===== config.mk =====
export PLATFORM = sky130hd
export DESIGN_NAME = adts_to_rtp_au_framer
export DESIGN_NICKNAME = d
export VERILOG_FILES = /design/src/hw/rtl/adtsf_pkg.sv /design/src/hw/rtl/adtsf_rsp_buf.sv /design/src/hw/rtl/adts_to_rtp_au_framer.sv
export VERILOG_INCLUDE_DIRS = /design/src /design/src/hw/rtl
export SDC_FILE = /design/constraint.sdc
export NUM_CORES = 1
export LEC_CHECK = 0
export ABC_AREA = 1
export BUFFER_PORTS_ARGS = -buffer_cell sky130_fd_sc_hd__buf_2
export CORE_ASPECT_RATIO = 1.75
export CORE_UTILIZATION = 30
export CTS_BUF_LIST = sky130_fd_sc_hd__clkbuf_16
export CTS_CLUSTER_SIZE = 24
export DETAILED_ROUTE_END_ITERATION = 7
export GPL_TIMING_DRIVEN = 0
export PLACE_DENSITY = 0.47
export SYNTH_ARGS = -nofsm -noshare
export SYNTH_HDL_FRONTEND = slang
export SYNTH_SLANG_ARGS = --single-unit
export TNS_END_PERCENT = 10

===== constraint.sdc =====
create_clock -name clock -period 4.7 [get_ports clock]
set_input_delay 0.94 -clock clock [delete_from_list [all_inputs] [get_ports clock]]
set_output_delay 0.94 -clock clock [all_outputs]
set_load 0.01 [all_outputs]

===== src/hw/rtl/assert_macros.svh =====
// Assertion helpers for the RTL files (adtsf_rsp_buf includes them).
`ifndef ASSERT_MACROS_SVH
`define ASSERT_MACROS_SVH

// Condition holds at every clock edge outside reset.
`define ASSERT_ALWAYS(label, clk, rst, cond) \
   label: assert property (@(posedge clk) disable iff (rst) (cond)) \
      else $error("assertion failed: cond");

// Antecedent implies consequent in the same cycle.
`define ASSERT_IMPLIES(label, clk, rst, ante, cons) \
   label: assert property (@(posedge clk) disable iff (rst) (ante) |-> (cons)) \
      else $error("assertion failed: ante -> cons");

// Antecedent implies consequent in the next cycle.
`define ASSERT_NEXT(label, clk, rst, ante, cons) \
   label: assert property (@(posedge clk) disable iff (rst) (ante) |=> (cons)) \
      else $error("assertion failed: ante => cons");

`endif


===== src/hw/rtl/adtsf_pkg.sv =====
package adtsf_pkg;

   // parser phase
   typedef enum logic [1:0] {
      PH_HUNT    = 2'd0,
      PH_HEADER  = 2'd1,
      PH_PAYLOAD = 2'd2
   } phase_type;

   // configuration register indexes
   localparam logic [1:0] CSR_INIT_SEQ  = 2'd0;
   localparam logic [1:0] CSR_INIT_TS   = 2'd1;
   localparam logic [1:0] CSR_TS_STEP   = 2'd2;

   // result kinds
   localparam logic [1:0] KIND_AU_HDR  = 2'd0;
   localparam logic [1:0] KIND_PAYLOAD = 2'd1;
   localparam logic [1:0] KIND_ERROR   = 2'd2;

   // ADTS / AU-header constants
   localparam logic [7:0]  SYNC_BYTE     = 8'hFF;
   localparam logic [3:0]  SYNC_NIBBLE   = 4'hF;
   localparam logic [7:0]  AU_HDR_LEN_HI = 8'h00;
   localparam logic [7:0]  AU_HDR_LEN_LO = 8'h10;
   localparam logic [12:0] ADTS_HDR_LEN  = 13'd7;
   localparam logic [15:0] TS_STEP_RESET = 16'd1024;

   // header byte positions
   localparam logic [2:0] HIDX_NONE  = 3'd0;
   localparam logic [2:0] HIDX_SYNC2 = 3'd1;
   localparam logic [2:0] HIDX_LAST  = 3'd6;

   localparam int MAX_RESULTS = 4;
   localparam int CNT_W       = 3;

   // one result byte
   typedef struct packed {
      logic [7:0] out_byte;
      logic [1:0] byte_kind;
      logic       frame_end;
      logic       run_last;
   } rsp_item_type;

   // all results caused by one request, with the fields they share
   typedef struct packed {
      logic [CNT_W-1:0]                 count;
      rsp_item_type [MAX_RESULTS-1:0]   items;
      logic [15:0]                      sequence_res;
      logic [31:0]                      timestamp;
      logic [1:0]                       profile;
      logic [3:0]                       rate_index;
      logic [2:0]                       channels;
   } burst_type;

endpackage


===== src/hw/rtl/adtsf_rsp_buf.sv =====
`include "assert_macros.svh"

// Holds the results of one request and hands them out one per cycle while the response is not stalled.
module adtsf_rsp_buf (
   input  logic                  clock,
   input  logic                  reset,
   input  logic                  load,
   input  adtsf_pkg::burst_type  burst,
   output logic                  ready,
   output logic                  rsp_valid,
   input  logic                  rsp_stall,
   output logic [7:0]            rsp_out_byte,
   output logic [1:0]            rsp_byte_kind,
   output logic                  rsp_frame_end,
   output logic                  rsp_run_last,
   output logic [15:0]           rsp_sequence_res,
   output logic [31:0]           rsp_timestamp,
   output logic [1:0]            rsp_profile,
   output logic [3:0]            rsp_rate_index,
   output logic [2:0]            rsp_channels
);

   logic [adtsf_pkg::CNT_W-1:0] cnt_ff, cnt_in;
   adtsf_pkg::burst_type        buf_ff, buf_in;
   logic                        rsp_accept;

   assign rsp_valid  = (cnt_ff != '0);
   assign rsp_accept = rsp_valid && !rsp_stall;
   // room for a new request once the last held result leaves
   assign ready = (cnt_ff == '0) ||
                  ((cnt_ff == adtsf_pkg::CNT_W'(1)) && !rsp_stall);

   // load a new burst or shift out the head entry
   always_comb begin
      cnt_in = cnt_ff;
      buf_in = buf_ff;
      if (load) begin
         cnt_in = burst.count;
         buf_in = burst;
      end else if (rsp_accept) begin
         cnt_in = cnt_ff - adtsf_pkg::CNT_W'(1);
         for (int k = 0; k < adtsf_pkg::MAX_RESULTS - 1; k++) begin
            buf_in.items[k] = buf_ff.items[k+1];
         end
         buf_in.items[adtsf_pkg::MAX_RESULTS-1] = '0;
      end
   end

   always_ff @(posedge clock) begin
      if (reset) begin
         cnt_ff <= '0;
      end else begin
         cnt_ff <= cnt_in;
      end
   end

   always_ff @(posedge clock) begin
      buf_ff <= buf_in;
   end

   assign rsp_out_byte     = buf_ff.items[0].out_byte;
   assign rsp_byte_kind    = buf_ff.items[0].byte_kind;
   assign rsp_frame_end    = buf_ff.items[0].frame_end;
   assign rsp_run_last     = buf_ff.items[0].run_last;
   assign rsp_sequence_res = buf_ff.sequence_res;
   assign rsp_timestamp    = buf_ff.timestamp;
   assign rsp_profile      = buf_ff.profile;
   assign rsp_rate_index   = buf_ff.rate_index;
   assign rsp_channels     = buf_ff.channels;

   `ASSERT_ALWAYS(a_cnt_max, clock, reset, cnt_ff <= adtsf_pkg::CNT_W'(adtsf_pkg::MAX_RESULTS))
   `ASSERT_IMPLIES(a_load_ready, clock, reset, load, ready)
   `ASSERT_IMPLIES(a_last_tail, clock, reset, rsp_valid, rsp_run_last == (cnt_ff == adtsf_pkg::CNT_W'(1)))
   `ASSERT_NEXT(a_load_shows, clock, reset, load && (burst.count != '0), rsp_valid)

endmodule


===== src/hw/rtl/adts_to_rtp_au_framer.sv =====
// Channel   | Ports                          | Moves
// ----------+--------------------------------+-------------------------------
// request   | req_valid/req_stall, req_*     | one ADTS stream byte
// response  | rsp_valid/rsp_stall, rsp_*     | AU-header, payload or error byte
// config    | csr_write, csr_index, csr_data | register write, no wait
//
// A request is parsed in the cycle it is accepted; its results appear on the
// response port from the next cycle, one per cycle while rsp_stall is low.
// The seventh header byte makes four results unless the frame length is shorter
// than the header, so the request port stalls while the result buffer drains.
// Reset is synchronous: hunting for sync, counters at zero, step at 1024.
// A stalled response holds the buffer and, while it holds a result, the request port.
module adts_to_rtp_au_framer (
   input  logic        clock,
   input  logic        reset,
   input  logic        req_valid,
   output logic        req_stall,
   input  logic [7:0]  req_data_byte,
   output logic        rsp_valid,
   input  logic        rsp_stall,
   output logic [7:0]  rsp_out_byte,
   output logic [1:0]  rsp_byte_kind,
   output logic        rsp_frame_end,
   output logic        rsp_run_last,
   output logic [15:0] rsp_sequence_res,
   output logic [31:0] rsp_timestamp,
   output logic [1:0]  rsp_profile,
   output logic [3:0]  rsp_rate_index,
   output logic [2:0]  rsp_channels,
   input  logic        csr_write,
   input  logic [1:0]  csr_index,
   input  logic [31:0] csr_data
);

   adtsf_pkg::phase_type phase_ff, phase_in;
   logic [2:0]           hidx_ff, hidx_in;
   logic [7:0]           hdr_ff [2:5];
   logic [12:0]          left_ff, left_in;
   logic [15:0]          seq_ff, seq_in;
   logic [31:0]          ts_ff, ts_in;
   logic [15:0]          step_ff, step_in;

   adtsf_pkg::burst_type burst;
   logic                 buf_ready;
   logic                 req_accept;
   logic                 advance;
   logic                 hdr_err;

   logic [12:0] frame_len;
   logic [12:0] plen;
   logic        sync_bad;
   logic        len_short;
   logic        plen_zero;
   logic        pay_last;

   assign req_stall  = !buf_ready;
   assign req_accept = req_valid && buf_ready;

   // header decode
   assign frame_len = {hdr_ff[3][1:0], hdr_ff[4], hdr_ff[5][7:5]};
   assign plen      = frame_len - adtsf_pkg::ADTS_HDR_LEN;
   assign sync_bad  = (req_data_byte[7:4] != adtsf_pkg::SYNC_NIBBLE);
   assign len_short = (frame_len < adtsf_pkg::ADTS_HDR_LEN);
   assign plen_zero = (plen == '0);
   assign pay_last  = (left_ff <= 13'd1);

   // next phase
   always_comb begin
      phase_in = phase_ff;
      unique case (phase_ff)
         adtsf_pkg::PH_HUNT: begin
            if (req_data_byte == adtsf_pkg::SYNC_BYTE) phase_in = adtsf_pkg::PH_HEADER;
         end
         adtsf_pkg::PH_HEADER: begin
            if (hidx_ff == adtsf_pkg::HIDX_SYNC2) begin
               if (sync_bad) phase_in = adtsf_pkg::PH_HUNT;
            end else if (hidx_ff == adtsf_pkg::HIDX_LAST) begin
               if (len_short || plen_zero) phase_in = adtsf_pkg::PH_HUNT;
               else phase_in = adtsf_pkg::PH_PAYLOAD;
            end else if (hidx_ff == adtsf_pkg::HIDX_NONE || hidx_ff > adtsf_pkg::HIDX_LAST) begin
               phase_in = adtsf_pkg::PH_HUNT;
            end
         end
         adtsf_pkg::PH_PAYLOAD: begin
            if (pay_last) phase_in = adtsf_pkg::PH_HUNT;
         end
         default: phase_in = adtsf_pkg::PH_HUNT;
      endcase
   end

   // results, header index and payload count
   always_comb begin
      burst              = '0;
      burst.sequence_res = seq_ff;
      burst.timestamp    = ts_ff;
      hdr_err            = 1'b0;
      advance            = 1'b0;
      hidx_in            = hidx_ff;
      left_in            = left_ff;
      unique case (phase_ff)
         adtsf_pkg::PH_HUNT: begin
            if (req_data_byte == adtsf_pkg::SYNC_BYTE) hidx_in = adtsf_pkg::HIDX_SYNC2;
         end
         adtsf_pkg::PH_HEADER: begin
            if (hidx_ff == adtsf_pkg::HIDX_SYNC2 && sync_bad) begin
               hdr_err = 1'b1;
               hidx_in = adtsf_pkg::HIDX_NONE;
            end else if (hidx_ff == adtsf_pkg::HIDX_NONE || hidx_ff > adtsf_pkg::HIDX_LAST) begin
               hidx_in = adtsf_pkg::HIDX_NONE;
            end else if (hidx_ff < adtsf_pkg::HIDX_LAST) begin
               hidx_in = hidx_ff + 3'd1;
            end else begin
               hidx_in = adtsf_pkg::HIDX_NONE;
               if (len_short) begin
                  hdr_err = 1'b1;
               end else begin
                  // AU-header section: length in bits, then AU size << 3
                  burst.count    = adtsf_pkg::CNT_W'(4);
                  burst.items[0] = '{adtsf_pkg::AU_HDR_LEN_HI, adtsf_pkg::KIND_AU_HDR,
                                     1'b0, 1'b0};
                  burst.items[1] = '{adtsf_pkg::AU_HDR_LEN_LO, adtsf_pkg::KIND_AU_HDR,
                                     1'b0, 1'b0};
                  burst.items[2] = '{plen[12:5], adtsf_pkg::KIND_AU_HDR, 1'b0, 1'b0};
                  burst.items[3] = '{{plen[4:0], 3'b000}, adtsf_pkg::KIND_AU_HDR,
                                     plen_zero, 1'b1};
                  advance        = plen_zero;
                  if (!plen_zero) left_in = plen;
               end
            end
         end
         adtsf_pkg::PH_PAYLOAD: begin
            burst.count    = adtsf_pkg::CNT_W'(1);
            burst.items[0] = '{req_data_byte, adtsf_pkg::KIND_PAYLOAD, pay_last, 1'b1};
            if (pay_last) begin
               left_in = '0;
               advance = 1'b1;
            end else begin
               left_in = left_ff - 13'd1;
            end
         end
         default: hidx_in = adtsf_pkg::HIDX_NONE;
      endcase

      if (hdr_err) begin
         burst.count    = adtsf_pkg::CNT_W'(1);
         burst.items[0] = '{req_data_byte, adtsf_pkg::KIND_ERROR, 1'b0, 1'b1};
      end else begin
         burst.profile    = hdr_ff[2][7:6];
         burst.rate_index = hdr_ff[2][5:2];
         burst.channels   = {hdr_ff[2][0], hdr_ff[3][7:6]};
      end
   end

   // frame counters and register writes
   always_comb begin
      seq_in  = seq_ff;
      ts_in   = ts_ff;
      step_in = step_ff;
      if (req_accept && advance) begin
         seq_in = seq_ff + 16'd1;
         ts_in  = ts_ff + {16'd0, step_ff};
      end
      if (csr_write) begin
         unique case (csr_index)
            adtsf_pkg::CSR_INIT_SEQ: seq_in  = csr_data[15:0];
            adtsf_pkg::CSR_INIT_TS:  ts_in   = csr_data;
            adtsf_pkg::CSR_TS_STEP:  step_in = csr_data[15:0];
            default: ;
         endcase
      end
   end

   always_ff @(posedge clock) begin
      if (reset) begin
         phase_ff <= adtsf_pkg::PH_HUNT;
         hidx_ff  <= adtsf_pkg::HIDX_NONE;
         left_ff  <= '0;
         seq_ff   <= '0;
         ts_ff    <= '0;
         step_ff  <= adtsf_pkg::TS_STEP_RESET;
      end else begin
         if (req_accept) begin
            phase_ff <= phase_in;
            hidx_ff  <= hidx_in;
            left_ff  <= left_in;
         end
         seq_ff  <= seq_in;
         ts_ff   <= ts_in;
         step_ff <= step_in;
      end
   end

   // header bytes that carry the parsed fields and the frame length
   always_ff @(posedge clock) begin
      for (int k = 2; k <= 5; k++) begin
         if (req_accept && phase_ff == adtsf_pkg::PH_HEADER && hidx_ff == 3'(k)) begin
            hdr_ff[k] <= req_data_byte;
         end
      end
   end

   adtsf_rsp_buf u_rsp_buf (
      .clock            (clock),
      .reset            (reset),
      .load             (req_accept),
      .burst            (burst),
      .ready            (buf_ready),
      .rsp_valid        (rsp_valid),
      .rsp_stall        (rsp_stall),
      .rsp_out_byte     (rsp_out_byte),
      .rsp_byte_kind    (rsp_byte_kind),
      .rsp_frame_end    (rsp_frame_end),
      .rsp_run_last     (rsp_run_last),
      .rsp_sequence_res (rsp_sequence_res),
      .rsp_timestamp    (rsp_timestamp),
      .rsp_profile      (rsp_profile),
      .rsp_rate_index   (rsp_rate_index),
      .rsp_channels     (rsp_channels)
   );

endmodule


==> flow_summary.toml <==
[outcome]
status = "finished, final reports clean"

[finish]
areaGrowthSynthToFinish_pct = 18.1
design_area_mm2 = 0.0123
layout.cells.non_filler = 1853
nets = 1460
final_util_pct = 36.1
drive_gt1_share_pct = 17.8
nFillCells = 3578

[yosys]
syn_area_mm2 = 0.0104
synth_common_cells = "222 x nor2_1, 216 x nand2_1, 141 x inv_1, 118 x edfxtp_1, 97 x o21ai_0"
syn_inst = 1238
yosys_warnings = 0
async_reset_ff_share_pct = 0
syn_area_per_cell_um2 = 8.40
synth_ff_type = "edfxtp_1"
synth_area_leader_cell = "edfxtp_1"
synth_nets = 1317
synth_seq_cells = 203
synth_area_leaders = "edfxtp_1 34%, dfxtp_1 16%, nor2_1 8.0%"
synth-seq-area-share_pct = 50.4
yosysMostFrequentCell = "nor2_1"
yosysTopAreaCellShare_pct = 34.1
synth_cell_types = 40
synth_edf_count = 118

[setup_path]
reg2reg_depth = 12
crit_type = "register to register"
worstPathMaxFanout = 10
cp-end-kind = "register"
cp.required_ns = 4.90
arrival_ns = 3.31
start_kind = "register"
r2r-start = "u_rsp_buf.cnt_ff[0]"
ff2ff_setup_slack_ns = 1.59
reg2reg_to = "hdr_ff[3][6]"

[run]
cap_viol_max_count = 0

[timing]
layout_setup_ws_ns = 1.59
fin_crit_sh_pct = 66.2
fin_crit_ns = 3.11
fmax_mhz = 322
timing.slew.headroom_pct = 42.0
finalSetupTns_ns = 0
rsz0062_at_grt = "false"
hold_viol_final = 0
hold_ws_ns = 0.462
max_slew.worst_pin.slew_ns = 0.867
setup_viol = 0
final_max_slew_viol_count = 0
clock-skew-final_ns = 0.0178

[floorplanning]
initial_utilization_pct = 30.6
die_area_mm2 = 0.0354
die_x_um = 143
rows = 89
ios = 118
coreArea_mm2 = 0.0340
die_h_um = 248

[route]
routed_wl_mm = 30.1
wl_per_cell_um = 16.2
drc = 0
num_vias = 8541
drt-pass1-iter-count = 6
vias_per_cell = 4.61
drt_iter0_drc = 329
postRouteAntennaNets = 0

[clock_tree]
numClockSinks = 203
cts_setup_buffers = 0
cts_tree = "yes"
cts_resized = 0
htree_levels = 1
cts-root-buf = "clkbuf_16"
hold_buffers = 0
worstSkewPairLatency_ns = 0.53
clk_pin_slew_ns = 0.07
cts_max_path_buffers = 3
numCtsBuffers = 22

[place]
place_ws_ns = 0.989
place_congestion = 0.865
port_buffers = 116
dp_cells = 1812
placed_area_mm2 = 0.0116
post-dp-hpwl_mm = 23.1

[global_route]
use_met3_pct = 2.29
grt_pass1_wl_mm = 45.6
antenna_found_initial = 2
gr-max-usage-layer = "met2"
gr-usage-all-layers_pct = 17.3
grt_max_degree = 30
grtUsageMet2_pct = 35.1
grt_pass1_vias = 8361
grt_use_met1_pct = 16.3
grt_overflow = 0

[worst_hold_path]
min_to = "u_rsp_buf.rsp_timestamp[19]"
min_path_type = "register to register"
holdPathStages = 0
hp-start = "ts_ff[19]"

[pwr]
p_per_area_mw_per_mm2 = 423
power_mw = 5.20
ir_drop_v = 0.000218
leakage_nw = 5.61
==> how the worst max path moves through the flow <==
| stage | from | end | slack, ns | cells after the start |
|---|---|---|---|---|
| after CTS | u_rsp_buf.cnt_ff[0] | hdr_ff[3][6] | 1.47 | 12 |
| final | u_rsp_buf.cnt_ff[0] | hdr_ff[3][6] | 1.59 | 12 |
| after global routing | u_rsp_buf.cnt_ff[0] | hdr_ff[3][0] | 1.32 | 12 |
| after global placement | rsp_stall | u_rsp_buf.rsp_timestamp[29] | -0.39 | 7 |
| after detailed placement | rsp_stall | hdr_ff[3][6] | 0.99 | 12 |
| after floorplan | rsp_stall | u_rsp_buf.rsp_channels[0] | 1.11 | 6 |
==> placed cells by master, fill, tap and decap left out, types with 11 or more instances in the layout <==
cell and count:
o21ai_0 97, nand2_1 216, nor3_1 15, nand3_1 48
edfxtp_1 118, clkbuf_1 26, inv_1 145, o211ai_1 11
xor2_1 16, o22ai_1 14, clkbuf_16 22, a21oi_1 29
buf_2 122, buf_4 69, ha_1 31, dfxtp_1 85
nor2_1 222, xnor2_1 11, nand4_1 27
==> routing by layer <==
layer  vias to the layer above  wire [µm]
met5                         -         17
met4                         2       1450
met3                        79       1210
met2                       204      17100
met1                      3964      10300
li1                       4292          -
==> registers in the layout, indices dropped and copies added (netlist names), 4 cells and up <==
signal and count:
left_ff 13, u_rsp_buf.buf_ff 27, u_rsp_buf.rsp_rate_index 4, u_rsp_buf.rsp_sequence_res 16, step_ff 16, ts_ff 32
seq_ff 16, u_rsp_buf.rsp_out_byte 8, u_rsp_buf.rsp_timestamp 32, hdr_ff 22
==> cell families (layout without fill, tap and decap cells) <==
kind of cell	after synthesis	in the layout	synth area share, %
simple gates	553	553	22.2
buf+inv	247	406	11.7
flops	203	203	50.4
compound gates	175	175	9.34
fa+ha+maj	32	32	3.92
xor+xnor	28	28	2.43
other cells	0	1	0
==> area by class of cell <==
cell class	instances	area, µm²	area share (%)
diodes	1	2.50	0.0204
plain buffers	104	679	5.53
clock buffers	22	551	4.48
clock inverters	18	104	0.846
inverters	143	537	4.37
multi-input cells	788	3950	32.2
flip-flops and latches	203	5250	42.7
well taps	455	569	4.64
repair buffers	119	641	5.22
==> power breakdown <==
part           total [mW]  switching, mW  internal (mW)
combinational        1.16          0.673          0.486
sequential           2.44          0.113           2.32
clock                1.60          0.743          0.861
total                5.20           1.53           3.67
==> critical path, stage by stage (launching register included) <==
cell      delay, ns
dfxtp_1        0.33
inv_1          0.12
ha_1           0.18
nand2_2        0.09
nand2_1        0.08
inv_1          0.06
nor2_4         0.23
inv_1          0.11
clkbuf_1       0.26
nor2_1         0.23
nand2_1        0.09
nor2_1         0.66
nor3_1         0.32
Note: power is estimated with default switching activity, not from simulation.
